==> config.mk <==
export PLATFORM = sky130hd
export DESIGN_NAME = selective_repeat_receive_window_top
export DESIGN_NICKNAME = d
export VERILOG_FILES = /design/src/hw/rtl/srrw_pkg.sv /design/src/hw/rtl/srrw_cell.sv /design/src/hw/rtl/selective_repeat_receive_window_top.sv
export SDC_FILE = /design/constraint.sdc
export NUM_CORES = 1
export LEC_CHECK = 0
export CAP_MARGIN = 20
export CORE_MARGIN = 5
export CORE_UTILIZATION = 40
export DETAILED_ROUTE_END_ITERATION = 10
export DONT_BUFFER_PORTS = 1
export HOLD_SLACK_MARGIN = 0.05
export PLACE_DENSITY = 0.58
export SLEW_MARGIN = 20
export SYNTH_ARGS = -nofsm -noshare
export SYNTH_HDL_FRONTEND = slang
export SYNTH_SLANG_ARGS = --single-unit
==> constraint.sdc <==
create_clock -name i_clk -period 8.5 [get_ports i_clk]
set_input_delay 2.125 -clock i_clk [delete_from_list [all_inputs] [get_ports i_clk]]
set_output_delay 2.125 -clock i_clk [all_outputs]
set_load 0.05 [all_outputs]
==> src/hw/rtl/srrw_pkg.sv <==
// srrw_pkg: shared types and constants of the selective repeat receive window
// used by srrw_cell and selective_repeat_receive_window_top; no dependencies
package srrw_pkg;

    localparam int unsigned OFFSET_W  = 31;
    localparam int unsigned CHANNEL_W = 2;
    localparam int unsigned DATA_W    = 64;
    localparam int unsigned LEN_W     = 4;
    localparam int unsigned BASE_W    = 32;

    // result kinds
    localparam logic KIND_ACK  = 1'b0;
    localparam logic KIND_DATA = 1'b1;

    // one incoming data packet
    typedef struct packed {
        logic [OFFSET_W-1:0]  byte_offset;
        logic [CHANNEL_W-1:0] channel;
        logic [DATA_W-1:0]    payload;
        logic [LEN_W-1:0]     payload_len;
        logic                 final_packet;
    } t_packet;

    // one result transaction
    typedef struct packed {
        logic                 kind;
        logic [OFFSET_W-1:0]  ack_offset;
        logic [CHANNEL_W-1:0] ack_channel;
        logic [DATA_W-1:0]    out_payload;
        logic [LEN_W-1:0]     out_len;
        logic                 stream_done;
        logic                 last;
    } t_result;

    // contents of one window cell
    typedef struct packed {
        logic              filled;
        logic [DATA_W-1:0] payload;
        logic [LEN_W-1:0]  len;
    } t_slot;

    // per-cell control from the sequencer
    typedef struct packed {
        logic write;
        logic shift;
    } t_cell_ctrl;

endpackage

==> src/hw/rtl/srrw_cell.sv <==
// srrw_cell: one slot of the receive window shift chain
// depends on srrw_pkg
module srrw_cell (
    input  logic                        i_clk,
    input  logic                        i_rst_n,
    input  srrw_pkg::t_cell_ctrl        i_ctrl,
    input  logic [srrw_pkg::DATA_W-1:0] i_wr_payload,
    input  logic [srrw_pkg::LEN_W-1:0]  i_wr_len,
    input  srrw_pkg::t_slot             i_next,
    output srrw_pkg::t_slot             o_slot
);

    logic                        r_filled;
    logic [srrw_pkg::DATA_W-1:0] r_payload;
    logic [srrw_pkg::LEN_W-1:0]  r_len;

    // filled flag: set on store, taken from the upper neighbor on shift
    always_ff @(posedge i_clk) begin
        if (!i_rst_n) begin
            r_filled <= 1'b0;
        end else if (i_ctrl.write) begin
            r_filled <= 1'b1;
        end else if (i_ctrl.shift) begin
            r_filled <= i_next.filled;
        end
    end

    // packet data, no reset needed
    always_ff @(posedge i_clk) begin
        if (i_ctrl.write) begin
            r_payload <= i_wr_payload;
            r_len     <= i_wr_len;
        end else if (i_ctrl.shift) begin
            r_payload <= i_next.payload;
            r_len     <= i_next.len;
        end
    end

    assign o_slot.filled  = r_filled;
    assign o_slot.payload = r_payload;
    assign o_slot.len     = r_len;

endmodule

==> src/hw/rtl/selective_repeat_receive_window_top.sv <==
// selective_repeat_receive_window_top: receiver window of a selective repeat link
// depends on srrw_pkg and srrw_cell
//
// Usage:
//   A packet is offered on i_packet with i_start; it is taken at the clock edge
//   where i_start is high and o_busy is low. o_busy stays high while the packet
//   is worked on.
//   Results leave on o_result, one per cycle, each marked by o_result_valid for
//   exactly one cycle; the receiver cannot stall them. An accepted packet gives
//   either no result (stale, ahead of the window, or stream finished) or one
//   acknowledge followed by zero or more in-order deliveries; o_result.last
//   marks the final result of the packet.
//   The packet index is formed by a reciprocal multiply registered at accept;
//   the acknowledge comes out the cycle after accept. Each delivery, but one
//   that finishes the stream, shifts the window cells down by one slot. A
//   packet releases 0 to WINDOW_SLOTS deliveries.
//   Reset (synchronous, active low) empties the window, sets the base to zero,
//   forgets any final packet and clears the finished flag.
module selective_repeat_receive_window_top #(
    parameter int unsigned WINDOW_SLOTS = 8,
    parameter int unsigned PACKET_BYTES = 8
) (
    input  logic              i_clk,
    input  logic              i_rst_n,
    input  logic              i_start,
    input  srrw_pkg::t_packet i_packet,
    output logic              o_busy,
    output logic              o_result_valid,
    output srrw_pkg::t_result o_result
);

    localparam int unsigned SLOT_W   = $clog2(WINDOW_SLOTS);
    localparam int unsigned LOG_PB   = $clog2(PACKET_BYTES);
    localparam int unsigned SHIFT    = srrw_pkg::OFFSET_W + LOG_PB;
    localparam logic [63:0] RECIP_FULL =
        ((64'd1 << SHIFT) + 64'(PACKET_BYTES) - 64'd1) / 64'(PACKET_BYTES);
    localparam logic [31:0] RECIP    = RECIP_FULL[31:0];
    localparam int unsigned PROD_W   = srrw_pkg::OFFSET_W + 32;

    typedef enum logic [2:0] {
        S_IDLE    = 3'b001,
        S_CHECK   = 3'b010,
        S_DELIVER = 3'b100
    } t_state;

    t_state r_state;
    t_state n_state;

    logic [PROD_W-1:0]               r_prod;
    logic [srrw_pkg::OFFSET_W-1:0]   r_offset;
    logic [srrw_pkg::CHANNEL_W-1:0]  r_channel;
    logic [srrw_pkg::DATA_W-1:0]     r_payload;
    logic [srrw_pkg::LEN_W-1:0]      r_len;
    logic                            r_final;
    logic [srrw_pkg::BASE_W-1:0]     r_base;
    logic [srrw_pkg::BASE_W-1:0]     r_final_index;
    logic                            r_finished;

    logic                            accept;
    logic [srrw_pkg::LEN_W-1:0]      len_sat;
    logic [srrw_pkg::DATA_W-1:0]     pay_masked;
    logic [PROD_W-1:0]               prod_shifted;
    logic [srrw_pkg::OFFSET_W-1:0]   index;
    logic [srrw_pkg::BASE_W:0]       diff;
    logic                            in_window;
    logic [SLOT_W-1:0]               rel;
    logic                            store;
    logic                            shift;
    logic                            done;

    srrw_pkg::t_slot                 cell_out [WINDOW_SLOTS];

    assign accept = i_start && !o_busy;
    assign o_busy = (r_state != S_IDLE);

    // saturate length and clear bytes past it
    always_comb begin
        if (i_packet.payload_len > srrw_pkg::LEN_W'(PACKET_BYTES)) begin
            len_sat = srrw_pkg::LEN_W'(PACKET_BYTES);
        end else begin
            len_sat = i_packet.payload_len;
        end
        for (int b = 0; b < 8; b++) begin
            pay_masked[8*b +: 8] = (srrw_pkg::LEN_W'(b) < len_sat) ?
                                   i_packet.payload[8*b +: 8] : 8'd0;
        end
    end

    // capture the transaction and start the reciprocal multiply
    always_ff @(posedge i_clk) begin
        if (accept) begin
            r_prod    <= PROD_W'(i_packet.byte_offset) * PROD_W'(RECIP);
            r_offset  <= i_packet.byte_offset;
            r_channel <= i_packet.channel;
            r_payload <= pay_masked;
            r_len     <= len_sat;
            r_final   <= i_packet.final_packet;
        end
    end

    // packet index and window position
    assign prod_shifted = r_prod >> SHIFT;
    assign index        = prod_shifted[srrw_pkg::OFFSET_W-1:0];
    assign diff         = {2'b00, index} - {1'b0, r_base};
    assign in_window    = !diff[srrw_pkg::BASE_W] &&
                          (diff[srrw_pkg::BASE_W-1:0] < srrw_pkg::BASE_W'(WINDOW_SLOTS));
    assign rel          = diff[SLOT_W-1:0];

    assign store = (r_state == S_CHECK) && !r_finished && in_window;
    assign done  = (r_base >= r_final_index);
    assign shift = (r_state == S_DELIVER) && !done;

    // chain of window cells, cell 0 holds the packet at the window base
    for (genvar g = 0; g < WINDOW_SLOTS; g++) begin : g_cell
        srrw_pkg::t_cell_ctrl ctrl;
        srrw_pkg::t_slot      next;

        assign ctrl.write = store && (rel == SLOT_W'(g));
        assign ctrl.shift = shift;
        if (g == WINDOW_SLOTS - 1) begin : g_end
            assign next = '0;
        end else begin : g_mid
            assign next = cell_out[g+1];
        end

        srrw_cell u_cell (
            .i_clk       (i_clk),
            .i_rst_n     (i_rst_n),
            .i_ctrl      (ctrl),
            .i_wr_payload(r_payload),
            .i_wr_len    (r_len),
            .i_next      (next),
            .o_slot      (cell_out[g])
        );
    end

    // sequencer
    always_comb begin
        n_state = r_state;
        unique case (r_state)
            S_IDLE: begin
                if (accept) begin
                    n_state = S_CHECK;
                end
            end
            S_CHECK: begin
                if (store && (rel == '0)) begin
                    n_state = S_DELIVER;
                end else begin
                    n_state = S_IDLE;
                end
            end
            S_DELIVER: begin
                if (done || !cell_out[1].filled) begin
                    n_state = S_IDLE;
                end
            end
            default: begin
                n_state = S_IDLE;
            end
        endcase
    end

    // control state: window base, final index, finished flag
    always_ff @(posedge i_clk) begin
        if (!i_rst_n) begin
            r_state       <= S_IDLE;
            r_base        <= '0;
            r_final_index <= '1;
            r_finished    <= 1'b0;
        end else begin
            r_state <= n_state;
            if (store && r_final) begin
                r_final_index <= srrw_pkg::BASE_W'(index);
            end
            if (shift) begin
                r_base <= r_base + srrw_pkg::BASE_W'(1);
            end
            if ((r_state == S_DELIVER) && done) begin
                r_finished <= 1'b1;
            end
        end
    end

    // result transaction: acknowledge in check, delivery from cell 0
    always_comb begin
        o_result       = '0;
        o_result_valid = 1'b0;
        if (store) begin
            o_result_valid         = 1'b1;
            o_result.kind          = srrw_pkg::KIND_ACK;
            o_result.ack_offset    = r_offset;
            o_result.ack_channel   = r_channel;
            o_result.last          = (rel != '0);
        end else if (r_state == S_DELIVER) begin
            o_result_valid         = 1'b1;
            o_result.kind          = srrw_pkg::KIND_DATA;
            o_result.out_payload   = cell_out[0].payload;
            o_result.out_len       = cell_out[0].len;
            o_result.stream_done   = done;
            o_result.last          = done || !cell_out[1].filled;
        end
    end

endmodule

==> results by group, run 1 <==
Outcome
  • Outcome: finished, final reports clean

Clock tree
  • Cts bufs inserted: 82
  • Cell at the root of the clock tree: sky130_fd_sc_hd__clkbuf_16
  • CTS tree: done
  • CTS sink cnt: 718
  • Maximum buffer depth of the clock tree: 3
  • Clock edge transition at the registers on the reported setup and hold paths: 0.06 ns
  • CTS HTree Levels: 3
  • Number of hold buffers added after cts: 0
  • Source-to-sink clock delay at the later pin of the worst-skew pair: 0.63 ns
  • Post-cts gate resize count: 0
  • Count of buffers added by post-CTS timing repair for setup: 0

Critical path
  • Critical path's largest stage delay: 0.82 ns
  • CP Max Fanout: 42
  • Top cell family by delay on the critical path: simple AND/OR/NAND/NOR gates
  • List of cells traversed by the critical path: inv_1 > ha_1 > a21oi_1 > a311oi_2 > o21ai_2 > a211oi_2 > or4_1 > a21o_1 > or4_4 > nor2_1
  • CP endpoint kind: primary output
  • Buffers and inverters on the worst path: 1
  • Required @ worst endpoint: 6.38 ns
  • Critical path launch point type: flop
  • Slack of the worst reg-to-reg path: 2.47 ns
  • Critical path's slowest cell: sky130_fd_sc_hd__or4_4
  • Critical path arrival: 5.26 ns
  • Category of the critical setup timing path: flop to primary output

Pwr
  • Leakage: 0.0138 uW
  • Part of the total power dissipated in the clock network: 0.458
  • Switching power total: 1770 uW
  • Power share of the sequential group: 0.501
  • Combinational cell fraction of total power: 0.041
  • Power Density: 207 nW/um2
  • Power Internal: 6070 uW
  • Switching Fraction: 0.226
  • IR drop worst, VDD: 131 uV

Synth
  • Part of the Yosys area used for sequential elements: 0.617
  • Synth Flop Type: sky130_fd_sc_hd__edfxtp_1
  • Post-Syn Area per Cell: 13.8 um2
  • Proportion of register bits with asynchronous set or reset after synthesis: 0
  • Synthesized flop and latch total: 718
  • Area contributors post-synth: sky130_fd_sc_hd__edfxtp_1, sky130_fd_sc_hd__mux2_2, sky130_fd_sc_hd__dfxtp_1
  • Biggest area consumer among synthesized cells: sky130_fd_sc_hd__edfxtp_1
  • Count of distinct cell types in the synthesized netlist: 74
  • Post-synthesis instance total: 2450
  • Number of enable-type register cells in the synthesized netlist: 646
  • Portion of synthesized cell area occupied by the leading cell type: 0.574
  • Total standard cell area after synthesis: 33800 um2
  • Synth Net Count: 2617
  • Synth warnings: 0

Global routing
  • Wire length of the first global-routing pass: 131 mm
  • Number of global-route vias before repair: 20800
  • Overall overflow remaining after global route: 0
  • Maximum number of pins on one net before global-route repair: 130
  • Number of antenna violations at the first check in global routing: 4
  • GRT Resource Usage Total: 0.187

Worst hold path
  • Hold crit path type: flop to flop

Floorplan
  • Row Count: 106
  • Width of the die: 301 um
  • Total Die Area: 90400 um2
  • CORE AREA: 83700 um2
  • IO Count: 211
  • Height of the chip: 301 um
  • Initial standard-cell utilization of the core: 0.404

Timing
  • Worst relative slew slack: 0.256
  • Max Clock Skew: 0.0346 ns
  • Fraction of the cycle the final worst path needs: 0.869
  • Setup TNS Final: 0 ns
  • Final setup vio count: 0
  • Final hold violation count: 0
  • Achievable frequency: 135 MHz
  • Worst Tran Pin Value: 1.12 ns
  • Time the final worst path needs with I/O delays and setup: 7.38 ns
  • Unrepaired setup endpoints after global routing: no
  • Final max-slew violation count: 0

Drt
  • Avg Vias per Cell: 5.51
  • Detailed-router iteration count before antenna repair: 7
  • Post-route ant nets: 0
  • Number of DRC violations after detailed routing: 0
  • Sum of routed wire length over all layers: 86.1 mm
  • WL/cell: 23.7 um
  • Violation count after the first detailed-route iteration: 1506
  • Vias after detailed routing: 20000

Cells and area
  • Layout area overhead: 11.8%
  • Sequential cell area: 20800 um2
  • Design Area, Final: 37800 um2
  • Number of nets at the end of the flow: 2594
  • Area taken by multi-input logic gates: 11900 um2
  • Layout cell share with drive strength beyond 1: 0.269
  • Fill cells: 7389

Placed design
  • Standard cell area after detailed placement: 35000 um2
  • RD Place Congestion: 0.871
  • Estimated wirelength of the detail-placed design: 53.9 mm
  • Port Buffers: 0

Run
  • Number of max-capacitance violations reported: 0
[placed cells by master (no fill, tap or decap), types with 30 or more instances in the layout]
cell                        netlist  final
sky130_fd_sc_hd__edfxtp_1       646    646
sky130_fd_sc_hd__mux2_2         434    434
sky130_fd_sc_hd__inv_1          168    168
sky130_fd_sc_hd__nand2_1        151    143
sky130_fd_sc_hd__clkbuf_16        0     83
sky130_fd_sc_hd__and3_1          77     77
sky130_fd_sc_hd__nor2_1          73     71
sky130_fd_sc_hd__dfxtp_1         72     71
sky130_fd_sc_hd__ha_1            61     61
sky130_fd_sc_hd__nor2b_1         57     57
sky130_fd_sc_hd__a21oi_1         47     47
sky130_fd_sc_hd__mux2_1          45     45
sky130_fd_sc_hd__nor3_1          43     42
sky130_fd_sc_hd__o21ai_0         38     38
sky130_fd_sc_hd__nor3_2          37     38
sky130_fd_sc_hd__mux2i_1         37     37
sky130_fd_sc_hd__a31oi_1         32     32
sky130_fd_sc_hd__nand4_1         32     32
sky130_fd_sc_hd__buf_4            2     32
sky130_fd_sc_hd__a41oi_1         30     30
[synthesized netlist by cell type, types with 7 or more instances]
master	number
sky130_fd_sc_hd__a211oi_1	16
sky130_fd_sc_hd__and3_1	77
sky130_fd_sc_hd__a41oi_1	30
sky130_fd_sc_hd__nor2b_1	57
sky130_fd_sc_hd__and2_1	25
sky130_fd_sc_hd__nor4_1	8
sky130_fd_sc_hd__dfxtp_1	72
sky130_fd_sc_hd__mux2_2	434
sky130_fd_sc_hd__nand2b_1	13
sky130_fd_sc_hd__nor3_2	37
sky130_fd_sc_hd__edfxtp_1	646
sky130_fd_sc_hd__a21oi_1	47
sky130_fd_sc_hd__clkbuf_1	65
sky130_fd_sc_hd__mux2_1	45
sky130_fd_sc_hd__buf_2	65
sky130_fd_sc_hd__o21ai_0	38
sky130_fd_sc_hd__nand2_1	151
sky130_fd_sc_hd__inv_1	168
sky130_fd_sc_hd__nand4_2	7
sky130_fd_sc_hd__a31oi_1	32
sky130_fd_sc_hd__a21o_1	16
sky130_fd_sc_hd__nand3_1	19
sky130_fd_sc_hd__o211ai_1	9
sky130_fd_sc_hd__mux2i_1	37
sky130_fd_sc_hd__nor2_1	73
sky130_fd_sc_hd__a21boi_0	9
sky130_fd_sc_hd__ha_1	61
sky130_fd_sc_hd__nand4_1	32
sky130_fd_sc_hd__a211o_1	8
sky130_fd_sc_hd__o21a_1	8
sky130_fd_sc_hd__and4_1	7
sky130_fd_sc_hd__nor3_1	43
[area by class of cell]
cell class,instances,area share
Sequential cell,718,0.552
Tap cell,1134,0.0376
Inverter,168,0.0167
Clock inverter,49,0.0153
Antenna cell,2,0.000132
Multi-Input combinational cell,1423,0.314
Clock buffer,103,0.0570
Timing Repair Buffer,34,0.00729
[flip-flops by register name (all words and copies together) (netlist names), 2 cells and up]
| register | flops |
|---|---|
| g_cell.u_cell.r_payload | 512 |
| r_payload | 64 |
| g_cell.u_cell.r_len | 32 |
| r_base | 32 |
| r_offset | 31 |
| r_final_index | 29 |
| g_cell.u_cell.r_filled | 7 |
| r_len | 4 |
| r_state | 3 |
| r_channel | 2 |
[power groups by stage]
stage	Sequential, uW	Clock [uW]	Combinational [uW]
final	3930	3590	321
after CTS	3930	3680	320
after global routing	3940	3820	350
after detailed placement	4010	0	319
after floorplan	3980	0	224
after global placement	4000	0	320
[worst paths after layout]
path / from / endpoint / cells after the start
max: r_base[4] / o_result[88] / 10
min: r_finished / r_finished / 1
max reg2reg: r_base[20] / g_cell[5].u_cell.r_payload[1] / 13
min reg2reg: r_finished / r_finished / 1
[kinds of logic after synthesis]
family                   synth area share
flip-flops                          0.617
AND/OR/NAND/NOR                    0.0957
multiplexers                        0.171
buffers and inverters              0.0383
AO/OA/AOI/OAI                      0.0531
adder cells (fa/ha/maj)            0.0232
XOR/XNOR                          0.00259
[through the flow]
| step | hold slack [ns] | util | worst slack (ns) | instances | power, uW |
|---|---|---|---|---|---|
| CTS | 0.484 | 0.451 | 1.12 | 3629 | 7930 |
| finish | 0.486 | 0.451 | 1.12 | 3631 | 7840 |
| global placement | 0.464 | 0.418 | 1.86 | 3475 | 4320 |
| floorplan | 0.442 | - | 1.56 | 2450 | 4200 |
| global route | 0.503 | 0.451 | 0.834 | 3630 | 8110 |
| detailed placement | 0.469 | 0.419 | 1.80 | 3477 | 4330 |
[per-layer routing]
metal  up-vias  track usage  part of all wire
li1       9182            -                 -
met1     10200        0.245              0.43
met2       506        0.316              0.49
met3       133       0.0381             0.056
met4         2       0.0597             0.030
met5         -            0           0.00015
No activity file was read; power rests on OpenSTA's default activity.
==> run 2: changes to the inputs <==
--- a/config.mk
+++ b/config.mk
@@ -11,7 +11,7 @@
 export DETAILED_ROUTE_END_ITERATION = 10
 export DONT_BUFFER_PORTS = 1
 export HOLD_SLACK_MARGIN = 0.05
-export PLACE_DENSITY = 0.58
+export PLACE_DENSITY = 0.6
 export SLEW_MARGIN = 20
 export SYNTH_ARGS = -nofsm -noshare
 export SYNTH_HDL_FRONTEND = slang
==> constraint.sdc (replaced) <==
create_clock -name i_clk -period 6.7 [get_ports i_clk]
set_input_delay 1.675 -clock i_clk [delete_from_list [all_inputs] [get_ports i_clk]]
set_output_delay 1.675 -clock i_clk [all_outputs]
set_load 0.05 [all_outputs]
==> run 2 against run 1 <==
Sequential share of layout area fell by 0.63 points. Utilization is 0.52 points higher. First-iteration DRC count decreased by 1.7%. Die area unchanged. Global-route usage is 0.072 points higher. Critical endpoint unchanged. Largest cell class unchanged. Largest power group unchanged.
==> results by group, run 2 (synthesized netlist as in run 1, its figures left out) <==
Timing
  • Final max-slew violation count: 0 (unchanged)
  • Final hold violation count: 0 (unchanged)
  • Setup slack after layout: 0.273 ns (-0.844 ns)
  • Final setup vio count: 0 (unchanged)
  • Max Clock Skew: 0.0432 ns (+0.00860 ns)
  • Achievable frequency: 156 MHz
  • Worst relative slew slack: 0.367 (+0.111)
  • Time the final worst path needs with I/O delays and setup: 6.43 ns
  • Worst Tran Pin Value: 0.949 ns (-0.166 ns)
  • Minimum hold slack: 0.474 ns (-0.0124 ns)
  • Fraction of the cycle the final worst path needs: 0.959

Floorplan
  • Height of the chip: 301 um (unchanged)
  • Width of the die: 301 um (unchanged)
  • Initial standard-cell utilization of the core: 0.404 (unchanged)
  • CORE AREA: 83700 um2 (unchanged)
  • Total Die Area: 90400 um2 (unchanged)
  • IO Count: 211 (unchanged)
  • Row Count: 106 (unchanged)

Cells and area
  • Largest registers in the final layout: g_cell.u_cell.r_payload (512), r_payload (64)
  • Area taken by multi-input logic gates: 12000 um2 (+0.75%)
  • Max reg flops: 512 (unchanged)
  • Fill cells: 7430 (+0.55%)
  • Number of nets at the end of the flow: 2651 (+2.2%)
  • Leading cell types in the layout, fill and taps excluded: sky130_fd_sc_hd__edfxtp_1, sky130_fd_sc_hd__mux2_2, sky130_fd_sc_hd__inv_1, sky130_fd_sc_hd__nand2_1, sky130_fd_sc_hd__clkbuf_16
  • Layout area overhead: 13.1%
  • Commonest non-fill, non-tap cell in the layout: sky130_fd_sc_hd__edfxtp_1
  • Layout cell share with drive strength beyond 1: 0.289 (+0.0193)
  • Sequential cell area: 20800 um2 (unchanged)
  • Register bank with the most flops: g_cell.u_cell.r_payload

Global routing
  • Number of antenna violations at the first check in global routing: 5 (+1)
  • Number of global-route vias before repair: 20600 (-0.71%)
  • GRT Resource Usage Total: 0.188 (+0.000725)
  • Overall overflow remaining after global route: 0 (unchanged)
  • Wire length of the first global-routing pass: 131 mm (+0.56%)
  • Maximum number of pins on one net before global-route repair: 130 (unchanged)

Worst hold path
  • Hold crit path type: flop to flop

Pwr
  • Power Density: 255 nW/um2 (+23%)
  • Total power: 9750 uW (+24%)
  • Leakage: 0.0141 uW (+1.8%)
  • IR drop worst, VDD: 177 uV (+35%)

Clock tree
  • CTS tree: done
  • CTS sink cnt: 718 (unchanged)
  • Cts bufs inserted: 81 (-1.2%)
  • Maximum buffer depth of the clock tree: 3 (unchanged)
  • Source-to-sink clock delay at the later pin of the worst-skew pair: 0.63 ns (about the same)
  • Cell at the root of the clock tree: sky130_fd_sc_hd__clkbuf_16
  • CTS HTree Levels: 3 (unchanged)
  • Clock edge transition at the registers on the reported setup and hold paths: 0.06 ns (about the same)

Critical path
  • CP endpoint kind: primary output
  • CP Max Fanout: 12 (-71%)
  • Required @ worst endpoint: 5.03 ns (-1.35 ns)
  • Critical path launch point type: flop
  • Critical path arrival: 4.75 ns (-0.51 ns)
  • Category of the critical setup timing path: flop to primary output

Drt
  • Avg Vias per Cell: 5.50 (-0.17%)
  • Detailed-router iteration count before antenna repair: 5 (-2)
  • WL/cell: 23.8 um (+0.43%)
  • Vias after detailed routing: 20300 (+1.3%)
  • Sum of routed wire length over all layers: 87.8 mm (+1.9%)
  • Number of DRC violations after detailed routing: 0 (unchanged)
  • Violation count after the first detailed-route iteration: 1480 (-1.7%)
  • Post-route ant nets: 0 (unchanged)

Placed design
  • RD Place Congestion: 0.912 (+4.6%)
  • Port Buffers: 0 (unchanged)
  • Estimated wirelength of the detail-placed design: 55.0 mm (+2.1%)
  • Placement Setup Slack: 0.658 ns (-1.15 ns)

Outcome
  • Outcome: finished, final reports clean

Run
  • Number of max-capacitance violations reported: 0 (unchanged)
run 2: power by group:
group,leakage (uW),switching [uW],internal [uW]
clock,0.00126,1840,2500
combinational,0.00626,299,122
sequential,0.00655,91.3,4890
total,0.0141,2230,7520
run 2: metrics by stage:
stage	setup TNS (ns)	area, um2	util	instances
after floorplan	0	33800	-	2450
after global placement	0	35400	0.423	3523
after detailed placement	0	35400	0.423	3524
after CTS	0	38100	0.455	3674
after global routing	-0.00645	38200	0.457	3684
final	0	38200	0.457	3685
run 2: final cells by class:
cell class,count,share of cell area
Clock buffer,99,0.0564
Multi-Input combinational cell,1426,0.313
Antenna cell,1,0.0000655
Inverter,168,0.0165
Sequential cell,718,0.545
Timing Repair Buffer,89,0.0197
Clock inverter,50,0.0117
Tap cell,1134,0.0371
run 2: what timing repair did:
action | in CTS | in global routing
pin swaps | 1 | 4
gates cloned | 1 | 2
hold buffers | 0 | 0
setup endpoints to repair | 1 | 22
buffers inserted | 0 | 7
endpoints found under the hold margin | 0 | 0
gates resized for setup | 3 | 12
run 2: worst max-delay path, cell delays in order, from the launching register on:
cell and delay [ns]:
sky130_fd_sc_hd__dfxtp_1 0.37, sky130_fd_sc_hd__inv_1 0.07, sky130_fd_sc_hd__ha_1 0.43, sky130_fd_sc_hd__a21oi_2 0.28, sky130_fd_sc_hd__o22ai_1 0.18, sky130_fd_sc_hd__a31o_1 0.22, sky130_fd_sc_hd__or3_1 0.33, sky130_fd_sc_hd__a211o_1 0.32
sky130_fd_sc_hd__a2111oi_2 0.40, sky130_fd_sc_hd__nand4_1 0.23, sky130_fd_sc_hd__buf_4 0.22, sky130_fd_sc_hd__or4_4 0.67, sky130_fd_sc_hd__nor2_1 0.16, sky130_fd_sc_hd__buf_4 0.23
run 2: routing by layer:
layer	wire, um	track usage
met5	38	0
met4	1740	0.0480
met3	4650	0.0261
met2	42000	0.310
met1	39300	0.265
run 2: worst paths after layout:
check	cells after the start	slack (ns)	start	end
max	13	0.27	r_base[5]	o_result[88]
min reg2reg	1	0.47	r_finished	r_finished
min	1	0.47	r_finished	r_finished
max reg2reg	12	1.29	r_base[20]	g_cell[3].u_cell.r_payload[17]
==> run 3: changes to the inputs <==
--- a/config.mk
+++ b/config.mk
@@ -6,12 +6,14 @@
 export NUM_CORES = 1
 export LEC_CHECK = 0
 export CAP_MARGIN = 20
+export CELL_PAD_IN_SITES_DETAIL_PLACEMENT = 1
+export CELL_PAD_IN_SITES_GLOBAL_PLACEMENT = 2
 export CORE_MARGIN = 5
 export CORE_UTILIZATION = 40
 export DETAILED_ROUTE_END_ITERATION = 10
 export DONT_BUFFER_PORTS = 1
 export HOLD_SLACK_MARGIN = 0.05
-export PLACE_DENSITY = 0.6
+export PLACE_DENSITY = 0.78
 export SLEW_MARGIN = 20
 export SYNTH_ARGS = -nofsm -noshare
 export SYNTH_HDL_FRONTEND = slang
==> run 3 against run 2 <==
Critical path depth unchanged. Global-route usage up 1.1 points. Largest power group unchanged. Worst setup slack worse by 0.14 ns. Maximum frequency fell by 2.2%. Sequential power about the same. Non-clock buffer count fell by 4. Largest cell class unchanged. Critical path type unchanged. Final cell count shrank 0.33%. Die area unchanged. Utilization decreased by 0.060 points. Via count grew 0.49%. Sequential share of layout area is 0.071 points higher.
==> results by group, run 3 (synthesized netlist as in run 1, its figures left out) <==
Critical path
  • Category of the critical setup timing path: flop to primary output
  • Required @ worst endpoint: 5.03 ns (about the same)
  • Critical path arrival: 4.89 ns (+0.14 ns)
  • Top cell family by delay on the critical path: compound AO/OA/AOI/OAI gates
  • Buffers and inverters on the worst path: 3 (unchanged)
  • List of cells traversed by the critical path: inv_1 > ha_1 > a21oi_2 > o22ai_1 > a31o_1 > or3_1 > a211o_1 > a2111oi_1 > nand4_1 > or4_4 > buf_12 > a21boi_1 > buf_4
  • CP Max Fanout: 8 (-4)
  • Critical path's largest stage delay: 0.68 ns (about the same)
  • Critical path's slowest cell: sky130_fd_sc_hd__or4_4
  • Critical path launch point type: flop
  • CP endpoint kind: primary output

Pwr
  • Total power: 9760 uW (about the same)
  • IR drop worst, VDD: 159 uV (-9.9%)
  • Power Density: 256 nW/um2 (+0.18%)
  • Leakage: 0.0140 uW (-0.31%)

Timing
  • Final hold violation count: 0 (unchanged)
  • Unrepaired setup endpoints after global routing: no
  • Final max-slew violation count: 0 (unchanged)
  • Final setup vio count: 0 (unchanged)
  • Setup TNS Final: 0 ns (unchanged)
  • Worst relative slew slack: 0.318 (-0.0487)
  • Max Clock Skew: 0.0475 ns (+0.00430 ns)
  • Time the final worst path needs with I/O delays and setup: 6.57 ns (+0.142 ns)
  • Worst Tran Pin Value: 1.02 ns (+0.0731 ns)
  • Achievable frequency: 152 MHz (-2.2%)
  • Fraction of the cycle the final worst path needs: 0.980 (+0.0211)

Floorplan
  • Row Count: 106 (unchanged)
  • Total Die Area: 90400 um2 (unchanged)
  • IO Count: 211 (unchanged)
  • Width of the die: 301 um (unchanged)
  • CORE AREA: 83700 um2 (unchanged)
  • Initial standard-cell utilization of the core: 0.404 (unchanged)
  • Height of the chip: 301 um (unchanged)

Clock tree
  • CTS HTree Levels: 3 (unchanged)
  • Cell at the root of the clock tree: sky130_fd_sc_hd__clkbuf_16
  • Cts bufs inserted: 79 (-2.5%)
  • CTS sink cnt: 718 (unchanged)
  • Clock edge transition at the registers on the reported setup and hold paths: 0.07 ns (about the same)
  • CTS tree: done
  • Maximum buffer depth of the clock tree: 3 (unchanged)
  • Source-to-sink clock delay at the later pin of the worst-skew pair: 0.65 ns (+0.02 ns)

Outcome
  • Outcome: finished, final reports clean

Cells and area
  • Commonest non-fill, non-tap cell in the layout: sky130_fd_sc_hd__edfxtp_1
  • Layout cell share with drive strength beyond 1: 0.285 (-0.00365)
  • Number of nets at the end of the flow: 2643 (-0.30%)
  • Register bank with the most flops: g_cell.u_cell.r_payload
  • Leading cell types in the layout, fill and taps excluded: sky130_fd_sc_hd__edfxtp_1, sky130_fd_sc_hd__mux2_2, sky130_fd_sc_hd__inv_1, sky130_fd_sc_hd__nand2_1, sky130_fd_sc_hd__clkbuf_16
  • Layout area overhead: 12.9%
  • Max reg flops: 512 (unchanged)
  • Design Area, Final: 38200 um2 (-0.13%)
  • Largest registers in the final layout: g_cell.u_cell.r_payload (512), r_payload (64)

Drt
  • Post-route ant nets: 0 (unchanged)
  • Vias after detailed routing: 20400 (+0.49%)
  • Sum of routed wire length over all layers: 92.1 mm (+4.8%)
  • Avg Vias per Cell: 5.54 (+0.82%)
  • Detailed-router iteration count before antenna repair: 5 (unchanged)
  • Number of DRC violations after detailed routing: 0 (unchanged)
  • WL/cell: 25.1 um (+5.2%)
  • Violation count after the first detailed-route iteration: 1410 (-4.7%)

Placed design
  • RD Place Congestion: 0.883 (-3.1%)
  • Port Buffers: 0 (unchanged)
  • Standard cell area after detailed placement: 35500 um2 (+0.19%)
  • Estimated wirelength of the detail-placed design: 58.1 mm (+5.7%)

Global routing
  • Number of antenna violations at the first check in global routing: 3 (-2)
  • Maximum number of pins on one net before global-route repair: 130 (unchanged)
  • Wire length of the first global-routing pass: 139 mm (+5.9%)
  • Number of global-route vias before repair: 22200 (+7.5%)
  • GRT Resource Usage Total: 0.199 (+0.0113)
  • Overall overflow remaining after global route: 0 (unchanged)

Run
  • Number of max-capacitance violations reported: 0 (unchanged)

Worst hold path
  • Hold crit path type: flop to flop
==> run 3: per-layer routing <==
| metal | routed length [um] | GRT usage | share of wire | up-vias |
|---|---|---|---|---|
| li1 | - | - | - | 9264 |
| met1 | 39600 | 0.260 | 0.43 | 10500 |
| met2 | 46200 | 0.349 | 0.50 | 440 |
| met3 | 4010 | 0.0319 | 0.044 | 140 |
| met4 | 2210 | 0.0506 | 0.024 | 2 |
| met5 | 7 | 0 | 0.000076 | - |
==> run 3: through the flow <==
stage	utilization	hold WS, ns	instances	worst slack [ns]
after floorplan	-	0.442	2450	0.213
final	0.456	0.472	3673	0.131
after global routing	0.456	0.500	3672	0.0202
after CTS	0.455	0.480	3668	0.0224
after detailed placement	0.424	0.464	3526	0.692
after global placement	0.424	0.455	3526	0.771
==> run 3: layout make-up <==
class / instances / area, um2
antenna: 2 / 5.00
clock buffer: 103 / 2120
clock inverter: 39 / 448
fill: 8335 / 45500
inverter: 168 / 631
multi-input combinational: 1424 / 11900
sequential: 718 / 20800
tap: 1134 / 1420
timing repair buffer: 85 / 763
==> run 3: path summary, 6_finish.rpt <==
| path | startpoint | to | slack (ns) | cells after the start |
|---|---|---|---|---|
| worst max-delay path | r_base[5] | o_result[0] | 0.13 | 13 |
| worst max register to register | r_offset[3] | g_cell[4].u_cell.r_payload[61] | 0.98 | 14 |
| worst min-delay path | r_finished | r_finished | 0.47 | 1 |
| worst min register to register | r_finished | r_finished | 0.47 | 1 |
==> run 3: where the power goes <==
part / leakage, uW / internal (uW) / total, uW / switching (uW)
Clock: 0.00124 / 2490 / 4350 / 1850
Combinational: 0.00623 / 122 / 425 / 303
Sequential: 0.00655 / 4890 / 4990 / 92.7
==> run 3: timing repair <==
action	in CTS	in global routing
pin swaps	0	1
cloned	0	1
setup endpoints to repair	1	35
setup buffers	0	2
hold buffers	0	0
resized for setup	1	10
